==> config.mk <==
export PLATFORM = sky130hd
export DESIGN_NAME = mbc_back
export DESIGN_NICKNAME = d
export VERILOG_FILES = /design/src/sv/mbc_pkg.sv /design/src/sv/mbc_back.sv
export SDC_FILE = /design/constraint.sdc
export NUM_CORES = 2
export LEC_CHECK = 0
export ABC_AREA = 1
export BUFFER_PORTS_ARGS = -buffer_cell sky130_fd_sc_hd__buf_2
export CAP_MARGIN = 20
export CORE_UTILIZATION = 50
export DETAILED_ROUTE_END_ITERATION = 6
export PLACE_DENSITY = 0.67
export SYNTH_ARGS = -nofsm -noshare
export SYNTH_HDL_FRONTEND = slang
export SYNTH_SLANG_ARGS = --single-unit
==> constraint.sdc <==
create_clock -name i_clk -period 16.9 [get_ports i_clk]
set_input_delay 2.535 -clock i_clk [delete_from_list [all_inputs] [get_ports i_clk]]
set_output_delay 2.535 -clock i_clk [all_outputs]
set_load 0.02 [all_outputs]
==> src/sv/mbc_pkg.sv <==
// Package for the memory test word checker: widths, action codes, register
// indexes, the queue entry and result types, and the xorshift32 step.
// Depends on nothing; every module of the checker uses it by scoped names.
`timescale 1ns / 1ps
`default_nettype none

package mbc_pkg;

    localparam int WORD_W      = 32;
    localparam int INDEX_W     = 30;
    localparam int ACTION_W    = 2;
    localparam int LOG_SEL_W   = 4;
    localparam int LOG_DEPTH   = 16;
    localparam int LOG_IDX_W   = $clog2(LOG_DEPTH);
    localparam int FILL_W      = $clog2(LOG_DEPTH + 1);
    localparam int QUEUE_DEPTH = 2;
    localparam int QPTR_W      = $clog2(QUEUE_DEPTH);
    localparam int QCNT_W      = $clog2(QUEUE_DEPTH + 1);
    localparam int CFG_IDX_W   = 2;

    // Slave tdata: read_data, log_index, padded to whole bytes.
    localparam int S_DATA_W = ((WORD_W + LOG_SEL_W + 7) / 8) * 8;
    // Master tdata: all eleven result fields, padded to whole bytes.
    localparam int M_FIELDS_W = 1 + 5 * WORD_W + FILL_W + 1 + 3 * WORD_W;
    localparam int M_DATA_W   = ((M_FIELDS_W + 7) / 8) * 8;

    localparam logic [ACTION_W-1:0] ACT_CLEAR   = 2'd0;
    localparam logic [ACTION_W-1:0] ACT_RESTART = 2'd1;
    localparam logic [ACTION_W-1:0] ACT_CHECK   = 2'd2;
    localparam logic [ACTION_W-1:0] ACT_READLOG = 2'd3;

    localparam logic [CFG_IDX_W-1:0] CFG_MODE    = 2'd0;
    localparam logic [CFG_IDX_W-1:0] CFG_PATTERN = 2'd1;
    localparam logic [CFG_IDX_W-1:0] CFG_SEED    = 2'd2;
    localparam logic [CFG_IDX_W-1:0] CFG_BASE    = 2'd3;

    // One classified item as it waits between the front and the back.
    typedef struct packed {
        logic [ACTION_W-1:0]  action;
        logic [WORD_W-1:0]    got;
        logic [WORD_W-1:0]    expected;
        logic [WORD_W-1:0]    address;
        logic [LOG_SEL_W-1:0] log_index;
    } t_mbc_entry;

    typedef struct packed {
        logic              word_failed;
        logic [WORD_W-1:0] expected_word;
        logic [WORD_W-1:0] error_count;
        logic [WORD_W-1:0] bad_bits;
        logic [WORD_W-1:0] bad_bits_even;
        logic [WORD_W-1:0] bad_bits_odd;
        logic [FILL_W-1:0] fail_count;
        logic              log_valid;
        logic [WORD_W-1:0] log_address;
        logic [WORD_W-1:0] log_expected;
        logic [WORD_W-1:0] log_got;
    } t_mbc_result;

    function automatic logic [WORD_W-1:0] next_random(input logic [WORD_W-1:0] x);
        logic [WORD_W-1:0] a;
        logic [WORD_W-1:0] b;
        a = x ^ (x << 13);
        b = a ^ (a >> 17);
        return b ^ (b << 5);
    endfunction

endpackage

`default_nettype wire

==> src/sv/mbc_back.sv <==
// Back part of the checker: error count, bad-bit masks, fail log, and the
// output register that holds one result until it is taken.
// Depends on mbc_pkg.
`timescale 1ns / 1ps
`default_nettype none

module mbc_back (
    input  wire                  i_clk,
    input  wire                  i_rst_n,
    input  wire                  i_valid,
    input  mbc_pkg::t_mbc_entry  i_entry,
    output logic                 o_pop,
    input  wire                  i_ready,
    output logic                 o_valid,
    output mbc_pkg::t_mbc_result o_result
);

    logic [mbc_pkg::WORD_W-1:0]  r_errors;
    logic [mbc_pkg::WORD_W-1:0]  r_mask_all;
    logic [mbc_pkg::WORD_W-1:0]  r_mask_even;
    logic [mbc_pkg::WORD_W-1:0]  r_mask_odd;
    logic [mbc_pkg::FILL_W-1:0]  r_fill;
    logic                        r_out_valid;
    mbc_pkg::t_mbc_result        r_result;

    logic [mbc_pkg::WORD_W-1:0]  r_log_addr [mbc_pkg::LOG_DEPTH];
    logic [mbc_pkg::WORD_W-1:0]  r_log_exp  [mbc_pkg::LOG_DEPTH];
    logic [mbc_pkg::WORD_W-1:0]  r_log_got  [mbc_pkg::LOG_DEPTH];

    logic [mbc_pkg::WORD_W-1:0]  n_errors;
    logic [mbc_pkg::WORD_W-1:0]  n_mask_all;
    logic [mbc_pkg::WORD_W-1:0]  n_mask_even;
    logic [mbc_pkg::WORD_W-1:0]  n_mask_odd;
    logic [mbc_pkg::FILL_W-1:0]  n_fill;
    mbc_pkg::t_mbc_result        n_result;

    logic [mbc_pkg::WORD_W-1:0]  w_diff;
    logic                        w_fail;
    logic                        w_log_write;
    logic                        w_log_hit;

    assign o_pop    = i_valid && (!r_out_valid || i_ready);
    assign o_valid  = r_out_valid;
    assign o_result = r_result;

    assign w_diff      = i_entry.expected ^ i_entry.got;
    assign w_fail      = (i_entry.action == mbc_pkg::ACT_CHECK) && (w_diff != '0);
    assign w_log_write = o_pop && w_fail
                         && (r_fill < mbc_pkg::FILL_W'(mbc_pkg::LOG_DEPTH));
    assign w_log_hit   = (i_entry.action == mbc_pkg::ACT_READLOG)
                         && ({1'b0, i_entry.log_index} < r_fill);

    always_comb begin
        n_errors    = r_errors;
        n_mask_all  = r_mask_all;
        n_mask_even = r_mask_even;
        n_mask_odd  = r_mask_odd;
        n_fill      = r_fill;
        if (i_entry.action == mbc_pkg::ACT_CLEAR) begin
            n_errors    = '0;
            n_mask_all  = '0;
            n_mask_even = '0;
            n_mask_odd  = '0;
            n_fill      = '0;
        end else if (w_fail) begin
            if (r_errors != '1) begin
                n_errors = r_errors + 1'b1;
            end
            n_mask_all = r_mask_all | w_diff;
            // Bit 2 of the byte address tells odd words from even ones.
            if (i_entry.address[2]) begin
                n_mask_odd = r_mask_odd | w_diff;
            end else begin
                n_mask_even = r_mask_even | w_diff;
            end
            if (r_fill < mbc_pkg::FILL_W'(mbc_pkg::LOG_DEPTH)) begin
                n_fill = r_fill + 1'b1;
            end
        end

        n_result.word_failed   = w_fail;
        n_result.expected_word = i_entry.expected;
        n_result.error_count   = n_errors;
        n_result.bad_bits      = n_mask_all;
        n_result.bad_bits_even = n_mask_even;
        n_result.bad_bits_odd  = n_mask_odd;
        n_result.fail_count    = n_fill;
        n_result.log_valid     = w_log_hit;
        n_result.log_address   = w_log_hit ? r_log_addr[i_entry.log_index] : '0;
        n_result.log_expected  = w_log_hit ? r_log_exp[i_entry.log_index] : '0;
        n_result.log_got       = w_log_hit ? r_log_got[i_entry.log_index] : '0;
    end

    always_ff @(posedge i_clk) begin
        if (w_log_write) begin
            r_log_addr[r_fill[mbc_pkg::LOG_IDX_W-1:0]] <= i_entry.address;
            r_log_exp[r_fill[mbc_pkg::LOG_IDX_W-1:0]]  <= i_entry.expected;
            r_log_got[r_fill[mbc_pkg::LOG_IDX_W-1:0]]  <= i_entry.got;
        end
        if (o_pop) begin
            r_result <= n_result;
        end
    end

    always_ff @(posedge i_clk) begin
        if (!i_rst_n) begin
            r_errors    <= '0;
            r_mask_all  <= '0;
            r_mask_even <= '0;
            r_mask_odd  <= '0;
            r_fill      <= '0;
            r_out_valid <= 1'b0;
        end else begin
            if (o_pop) begin
                r_errors    <= n_errors;
                r_mask_all  <= n_mask_all;
                r_mask_even <= n_mask_even;
                r_mask_odd  <= n_mask_odd;
                r_fill      <= n_fill;
                r_out_valid <= 1'b1;
            end else if (i_ready) begin
                r_out_valid <= 1'b0;
            end
        end
    end

endmodule

`default_nettype wire

==> metrics.cfg <==
[global_route]
grt_pass1_wl_um = 314000
grt_antenna_before_repair = 27
grt_max_degree = 213
grt_usage = 0.270
overflow = 0
grt_pass1_vias = 48341

[clocking]
cts-buffers-inserted = 192
cts_hold_buf = 0
cts_tree = built
cts_setup_buffers = 0
clkTransAtPathRegs_ns = 0.06
postCtsResizedCells = 0
clock_path_buffers = 3
cts_sinks = 1933
worstSkewPairLatency_ns = 0.85
cts_root_buf = clkbuf_16
htreeDepth = 4

[power]
powerDensity_mw_per_mm2 = 118
switchingPower_w = 0.00242
p_int_w = 0.00778
ir_drop_mv = 0.109
p_leak_nw = 29.9
seqPwrFrac = 0.527
pwr-share-clk = 0.403
combPwrFrac = 0.070
total_power_w = 0.0102
switching_share = 0.237

[worst_hold_path]
hp-start = o_valid
hold_end = o_valid
min_delay_path_depth = 2
hold_path_class = flip-flop to flip-flop

[routing]
ant_nets = 0
drt-vias-per-instance = 6.04
vias = 51157
wl_um = 213000
drcViolationCount = 0
drtPass1Iterations = 6
wl_per_cell_um = 25.2
drt_iter0_markers = 6122

[floorplan]
core_area_mm2 = 0.152
die-area_mm2 = 0.155
fp-row-count = 143
dieHeight_um = 394
start_util = 0.504
ios = 371
die_width_um = 394

[final_layout]
final_common_cell = edfxtp_1
final_cell_mix = 1799 x edfxtp_1, 914 x o21ai_0, 841 x nor2_1, 526 x nand2_1, 365 x buf_2
layout-drive-gt1-share = 0.117
nets = 6379
fillers = 12087
area_growth_pct = 12.4

[sta]
hold_ws_ns = 0.539
slew_violations = 0
setup_viol = 0
tightest_slew_ns = 1.18
finClkSkew_ns = 0.0533
max-slew-margin-rel = 0.211
layout_setup_ws_ns = 10.45
fin_setup_tns_ns = 0
min_period_ns = 6.45
period_share = 0.382
clock.fmax_mhz = 155
hold_viol_final = 0
rsz0062_at_grt = false

[worst_setup_path]
ff2ff_path_depth = 5
cp.required_ns = 17.32
cp.arrival_ns = 6.88
rrSetupSlack_ns = 13.11
crit_type = input port to flip-flop
end_kind = flip-flop
start_kind = input port
r2r-start = o_valid
worstReg2RegEnd = r_log_addr[11][6]
cp_max_fo = 53

[synthesis]
avgSynthCellArea_um2 = 12.7
syn_inst = 6061
ys_seq_elements = 1933
synth_edf_count = 1799
synth_nets = 6175
synth_area_mm2 = 0.0768
synth_warnings = 0
yosysUniqueCellTypes = 33
async_flop_share = 0
synth-main-ff-cell = edfxtp_1
ys_seq_area_frac = 0.738

[placement]
hpwlAfterDp_um = 116000
io_buffers = 370
post-place-ws_ns = 9.70
gp_congestion = 0.849

[job]
drv_cap = 0

[outcome]
status = finished, final reports clean

layout make-up:
| type | count | area, um^2 | share of cell area |
|---|---|---|---|
| antenna | 8 | 20.0 | 0.000232 |
| inverter | 286 | 1100 | 0.0127 |
| multi-input combinational | 3406 | 17300 | 0.200 |
| sequential | 1933 | 56700 | 0.657 |
| clock buffer | 234 | 5000 | 0.0579 |
| clock inverter | 122 | 1070 | 0.0124 |
| tap | 2030 | 2540 | 0.0294 |
| timing repair buffer | 446 | 2580 | 0.0299 |
synth_stat cells, drive strengths merged (5+ instances only):
cell type	count	share of area
o21ai	915	0.060
o211ai	116	0.011
o221ai	268	0.031
dfxtp	134	0.035
nand2	530	0.026
xnor2	5	0.00077
nand3	224	0.015
o22ai	116	0.0094
o21bai	63	0.0062
nor3	16	0.0010
edfxtp	1799	0.70
clkbuf	300	0.015
nand3b	41	0.0040
inv	285	0.014
buf	136	0.0096
nor2	846	0.042
ha	8	0.0013
a21oi	253	0.016
how the worst max path moves through the flow:
stage / to / slack (ns) / startpoint
detailed placement: r_log_addr[13][27] / 9.70 / i_entry[51]
global route: r_log_addr[11][6] / 10.16 / i_entry[99]
CTS: r_log_addr[13][11] / 10.57 / i_entry[99]
floorplan: o_pop / 3.76 / i_ready
finish: r_log_addr[11][6] / 10.45 / i_entry[99]
global placement: r_log_addr[13][16] / 9.74 / i_entry[99]
state kept, by name (all words and copies together), names as in the netlist, 5 cells and up:
signal       cells
r_log_addr     512
r_log_exp      512
r_log_got      512
o_result       263
r_errors        32
r_mask_all      32
r_mask_even     32
r_mask_odd      32
r_fill           5
worst max-delay path, cell delays in order:
cell and delay, ns:
buf_2 0.29, inv_1 0.07, nand2_1 0.06, nand2_1 0.29, nand2_1 0.15, nor2_1 0.05
nand2_1 0.11, nor2_1 0.08, nand2_4 0.32, nand2_4 0.06, inv_1 0.10, nand3_1 0.63
nor3_2 0.32, buf_4 0.72, buf_4 0.96
kinds of logic (layout without fill, tap and decap cells):
family / count (synthesis) / in the layout / synth area share
AO/OA/AOI/OAI: 1733 / 1733 / 0.134
XOR/XNOR: 7 / 7 / 0.000994
adder cells (fa/ha/maj): 8 / 8 / 0.00130
buffers and inverters: 722 / 1088 / 0.0382
flip-flops: 1933 / 1933 / 0.738
other: 0 / 8 / 0
AND/OR/NAND/NOR: 1658 / 1658 / 0.0873
per-layer routing:
layer,track usage,vias up,wire length [um]
li1,-,22759,-
met1,0.383,25472,88700
met2,0.424,2531,100000
met3,0.0459,377,18300
met4,0.0870,18,6100
met5,0,-,110
stage by stage:
stage | area [um^2] | util | cells
6_report | 86300 | 0.567 | 8465
4_1_cts | 86200 | 0.566 | 8455
5_1_grt | 86300 | 0.567 | 8460
3_5_place_dp | 80100 | 0.526 | 8099
3_3_place_gp | 80100 | 0.526 | 8099
2_1_floorplan | 76800 | - | 6061
power by group through the flow:
stage | clock [W] | sequential, W | combinational [W]
after floorplan | 0 | 0.00553 | 0.000362
after global placement | 0 | 0.00547 | 0.000692
after detailed placement | 0 | 0.00547 | 0.000704
after CTS | 0.00417 | 0.00537 | 0.000708
after global routing | 0.00435 | 0.00538 | 0.000771
final | 0.00411 | 0.00537 | 0.000711
No activity file was read; power rests on OpenSTA's default activity.
